**config.mk**
```make
export PLATFORM = sky130hd
export DESIGN_NAME = two_axis_motion_interlock_top
export DESIGN_NICKNAME = d
export VERILOG_FILES = /design/src/design/tami_pkg.sv /design/src/design/two_axis_motion_interlock_top.sv /design/src/design/tami_decide.sv
export SDC_FILE = /design/constraint.sdc
export NUM_CORES = 1
export LEC_CHECK = 0
export ABC_AREA = 1
export BUFFER_PORTS_ARGS = -buffer_cell sky130_fd_sc_hd__buf_2
export CAP_MARGIN = 20
export CORE_MARGIN = 1.5
export CORE_UTILIZATION = 40
export CTS_CLUSTER_SIZE = 14
export DETAILED_ROUTE_END_ITERATION = 8
export PLACE_DENSITY_LB_ADDON = 0.25
export RECOVER_POWER = 50
export SYNTH_ARGS = -nofsm -noshare
export SYNTH_HDL_FRONTEND = slang
export SYNTH_SLANG_ARGS = --single-unit
```
**constraint.sdc**
```tcl
create_clock -name clk -period 7.2 [get_ports clk]
set_input_delay 1.08 -clock clk [delete_from_list [all_inputs] [get_ports clk]]
set_output_delay 1.08 -clock clk [all_outputs]
set_load 0.01 [all_outputs]
```
**src/design/tami_pkg.sv**
```systemverilog
// ----------------------------------------------------------------------------
// tami_pkg
// Shared types and constants for the two-axis motion interlock.
// ----------------------------------------------------------------------------
package tami_pkg;

  // field widths
  localparam int unsigned VelW    = 16;
  localparam int unsigned SwW     = 21;
  localparam int unsigned PosW    = 32;
  localparam int unsigned ActW    = 2;
  localparam int unsigned SpeedW  = 14;
  localparam int unsigned LimW    = 16;
  localparam int unsigned MagW    = 11;
  localparam int unsigned InDataW  = 72;
  localparam int unsigned OutDataW = 24;
  localparam int unsigned CfgAddrW = 3;
  localparam int unsigned CfgDataW = 16;

  // action codes
  localparam logic [ActW-1:0] ACT_MOVE  = 2'd0;
  localparam logic [ActW-1:0] ACT_DECEL = 2'd1;
  localparam logic [ActW-1:0] ACT_ESTOP = 2'd2;

  // register indexes
  localparam logic [CfgAddrW-1:0] REG_POS_DIR     = 3'd0;
  localparam logic [CfgAddrW-1:0] REG_PROTECTED   = 3'd1;
  localparam logic [CfgAddrW-1:0] REG_HOMED       = 3'd2;
  localparam logic [CfgAddrW-1:0] REG_SHOULDER_HI = 3'd3;
  localparam logic [CfgAddrW-1:0] REG_ELBOW_HI    = 3'd4;

  // register reset values
  localparam logic [LimW-1:0] SHOULDER_HI_RST = 16'd6667;
  localparam logic [LimW-1:0] ELBOW_HI_RST    = 16'd5556;

  // soft limits at the low end, in encoder counts
  localparam logic signed [PosW-1:0] LOW_PROTECTED = 32'sd444;
  localparam logic signed [PosW-1:0] LOW_HOMED     = 32'sd555;

  // speed clamp (5 deg/s in 1/256 deg/s) and the 125/18 scale
  // as a fixed-point reciprocal: floor(m*125/18) == (m*455112) >> 16 for m < 4096
  localparam logic [MagW-1:0] SPEED_CLAMP = 11'd1280;
  localparam int unsigned     ScaleShift  = 16;
  localparam int unsigned     ScaleW      = 19;
  localparam logic [ScaleW-1:0] SPEED_SCALE = 19'd455112;
  localparam int unsigned     ProdW       = MagW + ScaleW;

  // switch word bit positions
  localparam int unsigned SW_E_MLIM  = 8;
  localparam int unsigned SW_E_MZERO = 9;
  localparam int unsigned SW_S_MLIM  = 10;
  localparam int unsigned SW_S_MZERO = 11;
  localparam int unsigned SW_E_OZERO = 16;
  localparam int unsigned SW_E_OLIM  = 17;
  localparam int unsigned SW_S_OZERO = 18;
  localparam int unsigned SW_S_OLIM  = 19;
  localparam int unsigned SW_ESTOP   = 20;

  typedef struct packed {
    logic            pos_dir;
    logic            protected_mode;
    logic            homed;
    logic [LimW-1:0] shoulder_hi;
    logic [LimW-1:0] elbow_hi;
  } tami_cfg_t;

  typedef struct packed {
    logic                   joint;
    logic signed [VelW-1:0] velocity;
    logic [SwW-1:0]         switch_word;
    logic signed [PosW-1:0] position;
  } tami_cmd_t;

  typedef struct packed {
    logic [ActW-1:0]   action;
    logic              direction_code;
    logic [SpeedW-1:0] speed;
    logic              home_reached;
    logic              estop_input;
  } tami_res_t;

endpackage

```
**src/design/two_axis_motion_interlock_top.sv**
```systemverilog
// ----------------------------------------------------------------------------
// two_axis_motion_interlock_top
// Per-command safety interlock for the shoulder and elbow joints.
// ----------------------------------------------------------------------------
// pipeline: input register, then result register, from input beat to result beat
// throughput: 1 command per cycle while the result side is not stalled; the decision path holds one 11x19 multiply
// stalls on the result side back up through both registers in the same cycle
// reset: rst (synchronous) empties both stages and restores register defaults
module two_axis_motion_interlock_top import tami_pkg::*; (
  input  logic                clk,
  input  logic                rst,
  // command stream
  input  logic                s_axis_tvalid,
  output logic                s_axis_tready,
  input  logic [InDataW-1:0]  s_axis_tdata,  // velocity[15:0], switch_word[36:16], position_counts[68:37]
  input  logic                s_axis_tuser,  // joint
  // result stream
  output logic                m_axis_tvalid,
  input  logic                m_axis_tready,
  output logic [OutDataW-1:0] m_axis_tdata,  // direction_code[0], speed[14:1], home_reached[15], estop_input[16]
  output logic [ActW-1:0]     m_axis_tuser,  // action
  // configuration writes
  input  logic                cfg_we,
  input  logic [CfgAddrW-1:0] cfg_addr,
  input  logic [CfgDataW-1:0] cfg_wdata
);

  tami_cfg_t cfg;
  tami_cmd_t cmd;
  tami_res_t res_next;
  tami_res_t res;
  logic      cmd_valid;
  logic      res_valid;
  logic      adv_res;
  logic      adv_cmd;

  // configuration registers
  always_ff @(posedge clk) begin
    if (rst) begin
      cfg.pos_dir        <= 1'b0;
      cfg.protected_mode <= 1'b1;
      cfg.homed          <= 1'b0;
      cfg.shoulder_hi    <= SHOULDER_HI_RST;
      cfg.elbow_hi       <= ELBOW_HI_RST;
    end else if (cfg_we) begin
      case (cfg_addr)
        REG_POS_DIR:     cfg.pos_dir        <= cfg_wdata[0];
        REG_PROTECTED:   cfg.protected_mode <= cfg_wdata[0];
        REG_HOMED:       cfg.homed          <= cfg_wdata[0];
        REG_SHOULDER_HI: cfg.shoulder_hi    <= cfg_wdata[LimW-1:0];
        REG_ELBOW_HI:    cfg.elbow_hi       <= cfg_wdata[LimW-1:0];
        default: ;
      endcase
    end
  end

  // stage handshakes
  assign adv_res       = !res_valid || m_axis_tready;
  assign adv_cmd       = !cmd_valid || adv_res;
  assign s_axis_tready = adv_cmd;

  // input register
  always_ff @(posedge clk) begin
    if (rst) begin
      cmd_valid <= 1'b0;
    end else if (adv_cmd) begin
      cmd_valid <= s_axis_tvalid;
    end
  end

  always_ff @(posedge clk) begin
    if (adv_cmd && s_axis_tvalid) begin
      cmd.joint       <= s_axis_tuser;
      cmd.velocity    <= s_axis_tdata[15:0];
      cmd.switch_word <= s_axis_tdata[36:16];
      cmd.position    <= s_axis_tdata[68:37];
    end
  end

  // decision logic
  tami_decide u_decide (
    .cfg (cfg),
    .cmd (cmd),
    .res (res_next)
  );

  // result register
  always_ff @(posedge clk) begin
    if (rst) begin
      res_valid <= 1'b0;
    end else if (adv_res) begin
      res_valid <= cmd_valid;
    end
  end

  always_ff @(posedge clk) begin
    if (adv_res && cmd_valid) begin
      res <= res_next;
    end
  end

  assign m_axis_tvalid = res_valid;
  assign m_axis_tuser  = res.action;
  assign m_axis_tdata  = {{(OutDataW-SpeedW-3){1'b0}}, res.estop_input, res.home_reached,
                          res.speed, res.direction_code};

endmodule

```
**src/design/tami_decide.sv**
```systemverilog
// ----------------------------------------------------------------------------
// tami_decide
// Safety decision for one joint command: switch check, soft limits, speed.
// ----------------------------------------------------------------------------
module tami_decide import tami_pkg::*; (
  input  tami_cfg_t cfg,
  input  tami_cmd_t cmd,
  output tami_res_t res
);

  logic ozero_n, olim_n, mzero, mlim;
  logic pos_vel, neg_vel, safe, stop;
  logic signed [VelW:0]   vel_ext;
  logic [VelW:0]          vel_abs;
  logic [MagW-1:0]        mag;
  logic [ProdW-1:0]       prod;
  logic signed [PosW-1:0] high;
  logic                   e_oz, s_oz, e_mz, s_mz;

  // switches of the commanded joint (opto bits read low when triggered)
  assign ozero_n = cmd.joint ? cmd.switch_word[SW_E_OZERO] : cmd.switch_word[SW_S_OZERO];
  assign olim_n  = cmd.joint ? cmd.switch_word[SW_E_OLIM]  : cmd.switch_word[SW_S_OLIM];
  assign mzero   = cmd.joint ? cmd.switch_word[SW_E_MZERO] : cmd.switch_word[SW_S_MZERO];
  assign mlim    = cmd.joint ? cmd.switch_word[SW_E_MLIM]  : cmd.switch_word[SW_S_MLIM];

  assign pos_vel = !cmd.velocity[VelW-1] && (cmd.velocity != '0);
  assign neg_vel = cmd.velocity[VelW-1];

  // switch check: idle switches, or moving away from the active one
  always_comb begin
    if (ozero_n && olim_n && !mzero && !mlim) begin
      safe = 1'b1;
    end else if ((!ozero_n || mzero) && pos_vel) begin
      safe = 1'b1;
    end else if ((!olim_n || mlim) && neg_vel) begin
      safe = 1'b1;
    end else begin
      safe = 1'b0;
    end
  end

  // soft angle limits
  assign high = $signed({{(PosW-LimW){1'b0}}, (cmd.joint ? cfg.elbow_hi : cfg.shoulder_hi)});

  always_comb begin
    if (cfg.protected_mode) begin
      stop = ((cmd.position <= LOW_PROTECTED) && neg_vel) ||
             ((cmd.position >= high) && pos_vel);
    end else begin
      stop = cfg.homed && (cmd.position <= LOW_HOMED) && neg_vel;
    end
  end

  // magnitude, clamp and scale to pulse units
  assign vel_ext = {cmd.velocity[VelW-1], cmd.velocity};
  assign vel_abs = vel_ext[VelW] ? (VelW+1)'(-vel_ext) : vel_ext;
  assign mag     = (vel_abs > {{(VelW+1-MagW){1'b0}}, SPEED_CLAMP}) ? SPEED_CLAMP
                                                                  : vel_abs[MagW-1:0];
  assign prod    = {{ScaleW{1'b0}}, mag} * {{MagW{1'b0}}, SPEED_SCALE};

  // home flags
  assign e_oz = !cmd.switch_word[SW_E_OZERO];
  assign s_oz = !cmd.switch_word[SW_S_OZERO];
  assign e_mz = cmd.switch_word[SW_E_MZERO];
  assign s_mz = cmd.switch_word[SW_S_MZERO];

  // result assembly
  always_comb begin
    res.action         = ACT_MOVE;
    res.direction_code = 1'b0;
    res.speed          = '0;
    if (!safe) begin
      res.action = ACT_ESTOP;
    end else if (stop) begin
      res.action = ACT_DECEL;
    end else begin
      res.speed          = prod[ScaleShift +: SpeedW];
      res.direction_code = pos_vel ? cfg.pos_dir : !cfg.pos_dir;
    end
    res.home_reached = (e_oz && s_oz) || (s_mz && e_mz) || (e_oz && s_mz) || (s_oz && e_mz);
    res.estop_input  = cmd.switch_word[SW_ESTOP];
  end

endmodule

```
==> metrics.yaml <==
clock_network:
  clockBufferDepth: 2
  clock-root-buffer: "clkbuf_16"
  htreeDepth: 4
  clock_sinks: 114
  cts_tree: "built"
  clk_pin_slew_ps: 70
  cts_setup_buffers: 0
  post_cts_resized: 0
  hold_buffers: 0
  worstSkewPairLatency_ps: 430
  numCtsBuffers: 17
route:
  drc: 0
  wl_per_cell_um: 13.7
  wl_mm: 18.6
  vias: 6404
  post_drt_via_cell_ratio: 4.74
  drt_iter0_drc: 306
  drt-pass1-iter-count: 5
  ant_nets: 0
run_status:
  status: "finished, violations left"
  violations: "capacitance limit, slew limit"
logic_synthesis:
  synth_seq_cells: 114
  seq_area_frac_synth_pct: 36.1
  synth.area.top_cells: "edfxtp_1 27%, ha_1 14%, fa_1 13%, dfxtp_1 8.7%, inv_1 7.9%"
  synth.largest_area_cell: "edfxtp_1"
  synth_area_mm2: 0.00847
  synth_top_area_share_pct: 27.3
  synth_edf_count: 77
  ys_types: 46
  synthArstFlopShare_pct: 0
  syn_inst: 949
  ys.flop_type: "edfxtp_1"
  synth.avg_cell_area_um2: 8.92
  ys_warn_count: 0
placement:
  dp.cells: 1320
  dp_hpwl_mm: 14.9
  gp_congestion: 0.884
  io_buffers: 102
  dp_slack_ps: 409
flow_run:
  cap_violations: 1
timing:
  setup_viol_count_final: 0
  finalCritPeriodShare_pct: 91.7
  maxSlewViolCount: 59
  timing.final.ws_setup_ps: 598
  fin_setup_tns_ps: 0
  worstMarginPinSlew_ps: 3080
  rsz0062_at_grt: "false"
  finalCriticalPeriod_ps: 6600
  finalHoldViolations: 0
  slew_headroom_pct: -106
  fmax_ghz: 0.151
  final.setup_skew_ps: 16.3
critical_path:
  crit_family: "adder cells"
  critPathArrivalTime_ps: 6760
  critPathSlowestCell: "fa_1"
  cp-startpoint: "cmd[53]"
  start_kind: "flip-flop"
  path_max_fanout: 11
  rrSetupSlack_ps: 600
  path_buf_inv: 5
  path_common_cell: "nand2_1"
  rr_worst_depth: 32
  max_stage_delay_ps: 580
  end_kind: "flip-flop"
  cp.depth: 32
  reg2reg_to: "m_axis_tdata[10]"
  critPathKind: "reg -> reg"
  worstReg2RegStart: "cmd[53]"
  worstPathRequired_ps: 7360
  critPathCapture: "m_axis_tdata[10]"
global_route:
  grt_overflow: 0
  grt_pass1_wl_mm: 30.4
  grt_max_degree: 59
  grt_pass1_vias: 6175
  antenna_found_initial: 0
  grt_usage_pct: 17.7
pwr:
  ir_worst_vdd_mv: 0.186
  power.leakage_uw: 0.00464
  power_uw: 2010
  powerDensity_mw_per_mm2: 205
finish:
  n_antenna_cell: 0
  stdcell_count: 1352
  syn2layout_area_growth_pct: 16.0
  drive_gt1_share_pct: 13.7
  fin_nets: 1310
die:
  die_w_um: 148
  die_h_um: 148
  ios: 125
  core_mm2: 0.0209
  die_area_mm2: 0.0220
  initial_core_util_pct: 40.5
  fp-row-count: 53
worst_hold_path:
  hold_path.class: "reg -> reg"
==> cells in the mapped netlist, types with 2 or more instances <==
library cell / n
o211ai_1: 2
nand4_1: 12
ha_1: 96
nor3_1: 13
o31ai_1: 4
a31oi_1: 4
edfxtp_1: 77
nor2_1: 85
dfxtp_1: 37
nand2_1: 143
o21ai_0: 48
nand2_2: 7
nand3_2: 3
o21ai_1: 5
xor2_1: 6
a221oi_1: 2
or2_0: 2
inv_2: 5
a21oi_1: 60
nand3b_1: 5
a41oi_1: 2
fa_1: 53
nor2_2: 5
clkbuf_1: 10
o21a_1: 3
xnor2_1: 2
o21ai_2: 2
inv_1: 178
nand3_1: 37
buf_2: 2
nor4_1: 12
buf_6: 2
mux2i_1: 6
buf_4: 7
==> routing by layer <==
metal	global-route usage (%)	vias to the layer above	wire (um)
met5	0	-	0
met4	5.25	0	281
met3	4.48	20	803
met2	29.4	127	8720
met1	22.9	2912	8780
li1	-	3345	-
==> worst min-delay path by stage <==
| stage | from | to | slack [ps] | cells past startpoint |
|---|---|---|---|---|
| after floorplan | cmd[52] | m_axis_tdata[16] | 400 | 0 |
| after global routing | cmd[52] | m_axis_tdata[16] | 450 | 0 |
| after detailed placement | cmd[52] | m_axis_tdata[16] | 420 | 0 |
| after global placement | cmd[52] | m_axis_tdata[16] | 400 | 0 |
| final | cmd[52] | m_axis_tdata[16] | 420 | 0 |
| after CTS | cmd[52] | m_axis_tdata[16] | 430 | 0 |
==> sequential cells by signal, indices dropped and copies added (netlist names) <==
name           count
cfg               35
cmd               58
cmd_valid          1
m_axis_tdata      17
m_axis_tuser       2
m_axis_tvalid      1
==> power breakdown <==
| group | leakage [uW] | internal (uW) | switching [uW] |
|---|---|---|---|
| registers | 0.00105 | 745 | 19.3 |
| logic | 0.00331 | 160 | 282 |
| clock network | 0.000284 | 461 | 346 |
| total | 0.00464 | 1370 | 648 |
==> cells by family after synthesis <==
family,count (synthesis),synth area share [%]
and+or+nand+nor,327,17.0
buffers and inverters,205,9.61
adders and majority gates,149,26.7
AOI/OAI and AO/OA,139,9.06
DFF,114,36.1
xor gates and xnor gates,8,0.828
muxes,6,0.709
other,1,0.0443
==> cell type report <==
cell class                      count  area, um2
Fill cell                        2009      11100
Multi-Input combinational cell    636       4630
Sequential cell                   114       3050
Inverter                          184        691
Timing Repair Buffer              111        544
Clock buffer                       18        439
Tap cell                          275        344
Clock inverter                     14        120
==> cells in the final DEF, fill, tap and decap left out, types with 6 or more instances in the layout <==
master / instances
inv_1: 177
nand2_1: 142
ha_1: 96
nor2_1: 84
buf_2: 81
edfxtp_1: 77
a21oi_1: 59
fa_1: 53
o21ai_0: 48
nand3_1: 37
dfxtp_1: 37
clkbuf_1: 23
clkbuf_16: 17
nor3_1: 13
nand4_1: 12
nor4_1: 12
nand2_2: 8
conb_1: 7
buf_4: 7
nor2_2: 6
xor2_1: 6
mux2i_1: 6
==> stage by stage <==
| stage | area (um2) | hold slack (ps) | util, % |
|---|---|---|---|
| finish | 9820 | 424 | 47.0 |
| global route | 9820 | 446 | 47.0 |
| CTS | 9860 | 432 | 47.2 |
| detailed placement | 9300 | 417 | 44.5 |
| global placement | 9280 | 401 | 44.4 |
| floorplan | 8490 | 400 | - |
==> worst reg2reg max path, delay by kind of cell (launching register included) <==
family | cells | cell delay (ps)
fa+ha+maj | 7 | 3020
flops | 1 | 460
buf+inv | 5 | 450
compound gates | 7 | 1040
simple gates | 13 | 1360
Note: power is estimated with default switching activity, not from simulation.
